### src/rtl/dlpd_pkg.sv
// Package for the lid and load presence detector.
// Beat payload types, status struct and fixed constants; no dependencies.
package dlpd_pkg;

   // Input beat payload
   typedef struct packed {
      logic [14:0]        echo_width_a;
      logic [14:0]        echo_width_b;
      logic [14:0]        echo_width_c;
      logic [14:0]        echo_width_d;
      logic [14:0]        echo_width_e;
      logic               load_ready;
      logic signed [23:0] load_reading;
      logic [31:0]        now_ms;
   } req_type;

   // Result beat payload
   typedef struct packed {
      logic [16:0] distance_avg_q8;
      logic        lid_open;
      logic        lid_changed;
      logic [1:0]  load_event;
   } rsp_type;

   // Averaging unit status back to the sequencer
   typedef struct packed {
      logic        done;
      logic [16:0] avg_q8;
   } avg_status_type;

   localparam int MaxEchoFields = 5;

   // echo width (us) * 17 = distance in units of 1/1000 cm
   localparam logic [18:0] EchoProdMin = 19'd500;
   localparam logic [18:0] EchoProdMax = 19'd400000;
   // floor(x / 1000) = (x * ceil(2^28 / 1000)) >> 28, exact for x < 400000
   localparam logic [18:0] DivRecip    = 19'd268436;
   localparam int          DivShift    = 28;

   // Register indexes
   localparam logic [1:0] CSR_OPEN_DISTANCE = 2'd0;
   localparam logic [1:0] CSR_OPEN_HOLD     = 2'd1;
   localparam logic [1:0] CSR_LOAD_THRESH   = 2'd2;
   localparam logic [1:0] CSR_DETECT_HOLD   = 2'd3;

   // Register reset values
   localparam logic [8:0]  OpenDistanceReset = 9'd6;
   localparam logic [15:0] OpenHoldReset     = 16'd1000;
   localparam logic [22:0] LoadThreshReset   = 23'd50;
   localparam logic [15:0] DetectHoldReset   = 16'd1000;

   // Load event codes
   localparam logic [1:0] EVT_NONE    = 2'd0;
   localparam logic [1:0] EVT_PLACED  = 2'd1;
   localparam logic [1:0] EVT_REMOVED = 2'd2;

endpackage

### src/rtl/dlpd_avg_unit.sv
// Distance averaging unit: one echo sample per cycle through a shared
// multiplier, then a bit-serial divide by the valid count. Uses dlpd_pkg.
module dlpd_avg_unit
   import dlpd_pkg::*;
#(
   parameter int NUM_SAMPLES = 5
) (
   input  logic           clock,
   input  logic           reset,
   input  logic           start,
   input  logic [14:0]    echo_width [MaxEchoFields],
   input  logic [16:0]    last_distance_q8,
   output avg_status_type status
);

   localparam logic [1:0] ST_IDLE   = 2'd0;
   localparam logic [1:0] ST_SAMPLE = 2'd1;
   localparam logic [1:0] ST_DIVIDE = 2'd2;

   localparam logic [2:0] LastIdx = 3'(NUM_SAMPLES - 1);
   localparam logic [4:0] LastBit = 5'd18;

   logic [1:0]  state_ff, state_in;
   logic [2:0]  idx_ff, idx_in;
   logic [10:0] sum_ff, sum_in;
   logic [2:0]  count_ff, count_in;
   logic [18:0] dividend_ff, dividend_in;
   logic [18:0] quot_ff, quot_in;
   logic [2:0]  rem_ff, rem_in;
   logic [4:0]  bit_ff, bit_in;
   logic        done_ff, done_in;
   logic [16:0] avg_ff, avg_in;

   logic [14:0] t;
   logic [19:0] prod;
   logic [37:0] scaled;
   logic [8:0]  dist_cm;
   logic        sample_ok;
   logic [10:0] sum_next;
   logic [2:0]  count_next;
   logic [3:0]  trial;
   logic        fits;

   // widest 15-bit echo times 17 needs 20 bits
   assign t         = echo_width[idx_ff];
   assign prod      = {1'b0, t, 4'b0} + {5'b0, t};
   assign sample_ok = (prod > {1'b0, EchoProdMin}) && (prod < {1'b0, EchoProdMax});
   assign scaled    = {18'b0, prod} * {19'b0, DivRecip};
   assign dist_cm   = scaled[DivShift+8:DivShift];
   assign sum_next  = sample_ok ? (sum_ff + {2'b0, dist_cm}) : sum_ff;
   assign count_next = sample_ok ? (count_ff + 3'd1) : count_ff;

   assign trial = {rem_ff, dividend_ff[18]};
   assign fits  = trial >= {1'b0, count_ff};

   always_comb begin
      state_in    = state_ff;
      idx_in      = idx_ff;
      sum_in      = sum_ff;
      count_in    = count_ff;
      dividend_in = dividend_ff;
      quot_in     = quot_ff;
      rem_in      = rem_ff;
      bit_in      = bit_ff;
      done_in     = 1'b0;
      avg_in      = avg_ff;
      unique case (state_ff)
         ST_IDLE: begin
            if (start) begin
               state_in = ST_SAMPLE;
               idx_in   = 3'd0;
               sum_in   = 11'd0;
               count_in = 3'd0;
            end
         end
         ST_SAMPLE: begin
            sum_in   = sum_next;
            count_in = count_next;
            idx_in   = idx_ff + 3'd1;
            if (idx_ff == LastIdx) begin
               if (count_next == 3'd0) begin
                  // nothing valid: hold the previous average
                  state_in = ST_IDLE;
                  done_in  = 1'b1;
                  avg_in   = last_distance_q8;
               end else begin
                  state_in    = ST_DIVIDE;
                  dividend_in = {sum_next, 8'b0};
                  quot_in     = 19'd0;
                  rem_in      = 3'd0;
                  bit_in      = 5'd0;
               end
            end
         end
         ST_DIVIDE: begin
            rem_in      = fits ? 3'(trial - {1'b0, count_ff}) : trial[2:0];
            quot_in     = {quot_ff[17:0], fits};
            dividend_in = {dividend_ff[17:0], 1'b0};
            bit_in      = bit_ff + 5'd1;
            if (bit_ff == LastBit) begin
               state_in = ST_IDLE;
               done_in  = 1'b1;
               avg_in   = quot_in[16:0];
            end
         end
         default: state_in = ST_IDLE;
      endcase
   end

   always_ff @(posedge clock) begin
      if (reset) begin
         state_ff <= ST_IDLE;
         done_ff  <= 1'b0;
      end else begin
         state_ff <= state_in;
         done_ff  <= done_in;
      end
      idx_ff      <= idx_in;
      sum_ff      <= sum_in;
      count_ff    <= count_in;
      dividend_ff <= dividend_in;
      quot_ff     <= quot_in;
      rem_ff      <= rem_in;
      bit_ff      <= bit_in;
      avg_ff      <= avg_in;
   end

   assign status.done   = done_ff;
   assign status.avg_q8 = avg_ff;

endmodule

### src/rtl/door_and_load_presence_detector_top.sv
// Lid and load presence detector, top level. Uses dlpd_pkg, dlpd_avg_unit.
// Result path: the beat is captured, the start pulse is registered, the averaging unit
//   samples each echo field and runs the bit-serial divide, its done status is registered,
//   and the lid and load decision is registered into the result. A new beat is accepted
//   only after the previous result commits; no valid sample skips the divide. A held result stalls the input.
// Reset (synchronous): registers back to defaults, lid closed, timers idle.
module door_and_load_presence_detector_top
   import dlpd_pkg::*;
#(
   parameter int ECHO_SAMPLES = 5
) (
   input  logic        clock,
   input  logic        reset,
   // input beats
   input  logic        req_valid,
   output logic        req_ready,
   input  req_type     req_data,
   // result beats
   output logic        rsp_valid,
   input  logic        rsp_ready,
   output rsp_type     rsp_data,
   // register writes
   input  logic        csr_valid,
   output logic        csr_ready,
   input  logic [1:0]  csr_index,
   input  logic [22:0] csr_data
);

   // only five echo fields exist on the beat
   localparam int NumSamples = (ECHO_SAMPLES > MaxEchoFields) ? MaxEchoFields : ECHO_SAMPLES;

   localparam logic [1:0] ST_IDLE   = 2'd0;
   localparam logic [1:0] ST_WAIT   = 2'd1;
   localparam logic [1:0] ST_FINISH = 2'd2;

   // control registers
   logic [8:0]  open_distance_ff;
   logic [15:0] open_hold_ff;
   logic [22:0] load_thresh_ff;
   logic [15:0] detect_hold_ff;

   // sequencer and captured beat
   logic [1:0]  state_ff, state_in;
   req_type     req_ff;
   logic [16:0] avg_ff;
   logic        req_fire;
   logic        out_free;
   logic        commit;

   // detector state
   logic               lid_open_ff, lid_open_in;
   logic               open_run_ff, open_run_in;
   logic [31:0]        open_start_ff, open_start_in;
   logic signed [23:0] baseline_ff, baseline_in;
   logic               det_run_ff, det_run_in;
   logic [31:0]        det_start_ff, det_start_in;
   logic               present_ff, present_in;
   logic [16:0]        last_dist_ff;

   // result register
   logic    rsp_valid_ff;
   rsp_type rsp_data_ff, rsp_data_in;

   logic [14:0]    echo_width [MaxEchoFields];
   avg_status_type avg_status;

   assign req_ready = (state_ff == ST_IDLE);
   assign req_fire  = req_valid && req_ready;
   assign csr_ready = 1'b1;
   assign out_free  = !rsp_valid_ff || rsp_ready;
   assign commit    = (state_ff == ST_FINISH) && out_free;

   assign echo_width[0] = req_ff.echo_width_a;
   assign echo_width[1] = req_ff.echo_width_b;
   assign echo_width[2] = req_ff.echo_width_c;
   assign echo_width[3] = req_ff.echo_width_d;
   assign echo_width[4] = req_ff.echo_width_e;

   // start pulse in the cycle after capture so the unit sees the new beat
   logic req_fire_d;
   always_ff @(posedge clock) begin
      if (reset) begin
         req_fire_d <= 1'b0;
      end else begin
         req_fire_d <= req_fire;
      end
   end

   // Sample loop and divide run in the averaging unit
   dlpd_avg_unit #(
      .NUM_SAMPLES (NumSamples)
   ) u_avg (
      .clock            (clock),
      .reset            (reset),
      .start            (req_fire_d),
      .echo_width       (echo_width),
      .last_distance_q8 (last_dist_ff),
      .status           (avg_status)
   );

   always_comb begin
      state_in = state_ff;
      unique case (state_ff)
         ST_IDLE:   if (req_fire) state_in = ST_WAIT;
         ST_WAIT:   if (avg_status.done) state_in = ST_FINISH;
         ST_FINISH: if (out_free) state_in = ST_IDLE;
         default:   state_in = ST_IDLE;
      endcase
   end

   // Lid and load decision, evaluated in the finish cycle
   logic        dist_high;
   logic [31:0] open_ref, open_elapsed;
   logic        new_open, changed, opening;
   logic        det_run_cur, present_cur;
   logic signed [23:0] base_cur;
   logic signed [24:0] load_diff;
   logic        above;
   logic [31:0] det_ref, det_elapsed;
   logic [1:0]  event_code;

   always_comb begin
      dist_high    = avg_ff >= {open_distance_ff, 8'b0};
      open_ref     = open_run_ff ? open_start_ff : req_ff.now_ms;
      open_elapsed = req_ff.now_ms - open_ref;
      new_open     = dist_high && ((open_elapsed >= {16'b0, open_hold_ff}) || lid_open_ff);
      changed      = new_open != lid_open_ff;
      opening      = changed && new_open;

      open_run_in   = dist_high;
      open_start_in = dist_high ? open_ref : open_start_ff;
      lid_open_in   = new_open;

      // opening takes a fresh baseline and clears the load tracker
      base_cur    = opening ? req_ff.load_reading : baseline_ff;
      det_run_cur = opening ? 1'b0 : det_run_ff;
      present_cur = opening ? 1'b0 : present_ff;
      baseline_in = base_cur;

      load_diff   = $signed({req_ff.load_reading[23], req_ff.load_reading})
                    - $signed({base_cur[23], base_cur});
      above       = load_diff > $signed({2'b0, load_thresh_ff});
      det_ref     = det_run_cur ? det_start_ff : req_ff.now_ms;
      det_elapsed = req_ff.now_ms - det_ref;

      det_run_in   = det_run_cur;
      det_start_in = det_start_ff;
      present_in   = present_cur;
      event_code   = EVT_NONE;
      if (new_open && req_ff.load_ready) begin
         if (above) begin
            det_run_in   = 1'b1;
            det_start_in = det_ref;
            if ((det_elapsed >= {16'b0, detect_hold_ff}) && !present_cur) begin
               present_in = 1'b1;
               event_code = EVT_PLACED;
            end
         end else begin
            det_run_in = 1'b0;
            if (present_cur) begin
               present_in = 1'b0;
               event_code = EVT_REMOVED;
            end
         end
      end

      rsp_data_in.distance_avg_q8 = avg_ff;
      rsp_data_in.lid_open        = new_open;
      rsp_data_in.lid_changed     = changed;
      rsp_data_in.load_event      = event_code;
   end

   always_ff @(posedge clock) begin
      if (reset) begin
         state_ff         <= ST_IDLE;
         rsp_valid_ff     <= 1'b0;
         open_distance_ff <= OpenDistanceReset;
         open_hold_ff     <= OpenHoldReset;
         load_thresh_ff   <= LoadThreshReset;
         detect_hold_ff   <= DetectHoldReset;
         lid_open_ff      <= 1'b0;
         open_run_ff      <= 1'b0;
         open_start_ff    <= 32'd0;
         baseline_ff      <= 24'sd0;
         det_run_ff       <= 1'b0;
         det_start_ff     <= 32'd0;
         present_ff       <= 1'b0;
         last_dist_ff     <= 17'd0;
      end else begin
         state_ff <= state_in;
         if (csr_valid && csr_ready) begin
            unique case (csr_index)
               CSR_OPEN_DISTANCE: open_distance_ff <= csr_data[8:0];
               CSR_OPEN_HOLD:     open_hold_ff     <= csr_data[15:0];
               CSR_LOAD_THRESH:   load_thresh_ff   <= csr_data;
               CSR_DETECT_HOLD:   detect_hold_ff   <= csr_data[15:0];
               default:           ;
            endcase
         end
         if (commit) begin
            rsp_valid_ff  <= 1'b1;
            lid_open_ff   <= lid_open_in;
            open_run_ff   <= open_run_in;
            open_start_ff <= open_start_in;
            baseline_ff   <= baseline_in;
            det_run_ff    <= det_run_in;
            det_start_ff  <= det_start_in;
            present_ff    <= present_in;
            last_dist_ff  <= avg_ff;
         end else if (rsp_ready) begin
            rsp_valid_ff <= 1'b0;
         end
      end
      if (req_fire) begin
         req_ff <= req_data;
      end
      if (state_ff == ST_WAIT && avg_status.done) begin
         avg_ff <= avg_status.avg_q8;
      end
      if (commit) begin
         rsp_data_ff <= rsp_data_in;
      end
   end

   assign rsp_valid = rsp_valid_ff;
   assign rsp_data  = rsp_data_ff;

endmodule
### config.mk
export PLATFORM = sky130hd
export DESIGN_NAME = door_and_load_presence_detector_top
export DESIGN_NICKNAME = d
export VERILOG_FILES = /design/src/rtl/dlpd_pkg.sv /design/src/rtl/dlpd_avg_unit.sv /design/src/rtl/door_and_load_presence_detector_top.sv
export SDC_FILE = /design/constraint.sdc
export NUM_CORES = 1
export LEC_CHECK = 0
export BUFFER_PORTS_ARGS = -buffer_cell sky130_fd_sc_hd__buf_4
export CAP_MARGIN = 40
export CORE_AREA = 8 8 303 305
export CTS_CLUSTER_DIAMETER = 60
export DETAILED_ROUTE_END_ITERATION = 6
export DIE_AREA = 0 0 311 313
export GPL_ROUTABILITY_DRIVEN = 1
export SKIP_LAST_GASP = 1
export SYNTH_ARGS = -nofsm -noshare
export SYNTH_HDL_FRONTEND = slang
export SYNTH_SLANG_ARGS = --single-unit
### constraint.sdc
create_clock -name clock -period 13.5 [get_ports clock]
set_input_delay 0.675 -clock clock [delete_from_list [all_inputs] [get_ports clock]]
set_output_delay 0.675 -clock clock [all_outputs]
set_load 0.005 [all_outputs]
==> impl_results.md <==
* Largest stage delay on the critical path at 0.71 ns
* Final std cells w/o fill at 4152
* Register area at around 0.011 mm2
* GR Util All Layers at 0.139
* Clock transition at path regs at about 0.060 ns
* Setup-failing EPs final at 0
* Synth Register Bits at 419
* Mean Syn Cell Area at 9.97 um2
* Total Die Area at 0.0973 mm2
* First-pass GRT wire length at 111000 um
* Reg2Reg Depth at 45
* Die Width at about 310 um
* Largest cells by area after synthesis: edfxtp_1 26%, ha_1 16%, dfxtp_1 13%
* Worst r2r src: open_run_ff
* CTS Hold Buffers Added at 0
* Status: complete, no violations
* Syn Inst Count at 2764
* PortBufs at 184
* Top cell type's share of synthesized area at 0.260
* Antenna cell count at 0
* Die height at 313 um
* Multi-input gate area in the final layout at 0.0154 mm2
* # H-tree levels at 2
* Antenna violations before repair at 3
* Fin crit share at 0.836
* Worst Path Required at 14.02 ns
* Crit-path slowest cell: or4_2
* Routed len/inst at 16.9 um
* CP startpoint kind: register
* Worst hold path type: input pin to register
* Max Buffers Root-to-Sink at 3
* Vias in the first global route at 20300
* Setup Skew at 0.0474 ns
* HP Start: req_data[34]
* Clock root cell: clkbuf_16
* Post-synthesis sequential area ratio at 0.391
* TNS Setup at 0 ns
* Synth async-reset ratio at 0
* Mapped cell area at 0.0276 mm2
* # DRC at 0
* Via/cell ratio at 4.97
* Slew margin rel. at 0.395
* Core box area at 0.0873 mm2
* Synth unique cells at 85
* Placed Cells at 4046
* Synth cell count leaders: 349 x ha_1, 266 x inv_1, 244 x nand2_1
* Post-synth top flop: edfxtp_1
* Largest net degree at the start of global routing at ~110
* TritonCTS Buffers at 56
* CP Capture Type: register
* DRT antenna net count at 0
* DR iter-0 viols at 1090
* Top-count cell post-synth: ha_1
* FMAX at between 80 and 90 MHz
* CTS tree: built
* Yosys synthesis warning count at 0
* Initial core utilization at 0.316
* Crit path from: open_run_ff
* FILL cells at between 8000 and 9000
* Drt first pass iters at 5
* Share of layout cells above drive strength 1 at 0.129
* Max Cap Violations at 0
* Layout area overhead at 17.5%
* Congestion Overflow GR at 0
* Detailed-placement wirelength estimate at 53500 um
* FP Rows at 109
* TritonCTS Sinks at 419
* RSZ-0062 raised after global routing: false
* Leading area contributor after synthesis: edfxtp_1
* GPL Wtd Cong at 0.888
* Post-CTS Setup Inserts at 0
* Post-CTS Resized at 0
* Clock latency on the worst-skew pair at 0.65 ns
* Nets@finish at around 3500
* Final Hold Fails at 0
* Crit-path max FO at 48
* I/O Pins at 186
* EDFF count, synth at 239
* Vias post-DR at 20600
* Synthesized Nets at 3335
* Slew Limit Fails at 0
* Setup CP Type: register to register
* CP dominant cell by count: a21oi_1
* Min Tclk post-route at 11.29 ns
* Routed Wire Length at 70200 um
* Worst-margin pin slew at 0.901 ns
* Hold depth at 1
* Critical path arrival at ~12 ns
[registers in the layout, indices dropped and copies added, names as in the netlist, 21 cells and up]
name            flops
req_ff             57
load_thresh_ff     23
open_start_ff      32
echo_width         75
rsp_data           21
det_start_ff       32
baseline_ff        24
[path summary, 6_finish.rpt]
kind,slack [ns],endpoint
setup / recovery,2.21,det_start_ff[27]
hold reg to reg,0.41,avg_ff[1]
setup reg to reg,2.21,det_start_ff[27]
hold / removal,0.20,req_ff[34]
[cell usage in the layout, fill, tap and decap left out, types with 8 or more instances in the layout]
cell type,synthesis,final
mux2_2,22,22
a21oi_1,239,239
nand3_1,38,38
edfxtp_1,239,239
a311oi_1,27,27
clkbuf_16,0,56
nand4_1,23,23
nand2b_1,23,22
nor2b_1,35,35
nand2_1,244,244
o21a_1,21,21
clkbuf_1,85,8
a211oi_1,56,56
a21o_1,56,56
or2_2,8,8
xor2_1,29,29
a22o_1,8,8
o21ai_0,81,79
mux2i_1,103,103
a31oi_1,15,15
o31ai_1,9,9
nor3_1,31,31
mux4_2,13,13
fa_1,60,60
nor2_1,191,190
and2_1,31,30
dfxtp_1,180,179
buf_4,1,213
o21bai_1,17,17
o211ai_1,24,24
ha_1,349,347
inv_1,266,266
xnor2_1,77,77
a21boi_0,8,8
[per-layer routing]
metal | vias up | part of all wire | global-route usage
met5 | - | 0.00016 | 0
met4 | 2 | 0.032 | 0.0480
met3 | 126 | 0.053 | 0.0285
met2 | 452 | 0.46 | 0.230
met1 | 9793 | 0.46 | 0.180
li1 | 10300 | - | -
[critical path, delay by kind of cell, from the launching register on]
family / cells / cell delay (ns)
AOI/OAI and AO/OA: 24 / 5.08
xor gates and xnor gates: 2 / 0.23
adders and majority gates: 5 / 1.44
buffers and inverters: 2 / 0.68
DFF: 1 / 0.50
muxes: 2 / 0.58
and+or+nand+nor: 10 / 2.62
[stage by stage]
| stage | instance area [um2] | utilization | setup slack [ns] | hold WS, ns |
|---|---|---|---|---|
| floorplan | 27600 | - | 2.61 | 0.400 |
| global placement | 30200 | 0.346 | 2.05 | 0.401 |
| detailed placement | 30400 | 0.349 | 2.34 | 0.405 |
| CTS | 32400 | 0.371 | 2.28 | 0.145 |
| global route | 32400 | 0.371 | 1.17 | 0.159 |
| finish | 32400 | 0.371 | 2.21 | 0.202 |
[cell type report]
cell class | count | share of cell area
clock buffers | 69 | 0.0463
inverters | 269 | 0.0312
well taps | 1165 | 0.0450
multi-input cells | 1971 | 0.476
flip-flops and latches | 419 | 0.333
clock inverters | 37 | 0.0141
repair buffers | 222 | 0.0547
[logic make-up (layout without fill, tap and decap cells)]
logic type               after synthesis  count (layout)  share of synthesized area
AND/OR/NAND/NOR                      671             671                      0.111
AO/OA/AOI/OAI                        644             644                      0.152
flip-flops                           419             419                      0.391
adder cells (fa/ha/maj)              411             411                      0.203
buffers and inverters                374             597                     0.0519
multiplexers                         138             138                     0.0570
XOR/XNOR                             106             106                     0.0337
other                                  1               1                   0.000136
Power is not shown: default switching activity piles up to over one toggle a cycle in this logic, so the estimate is an artifact.
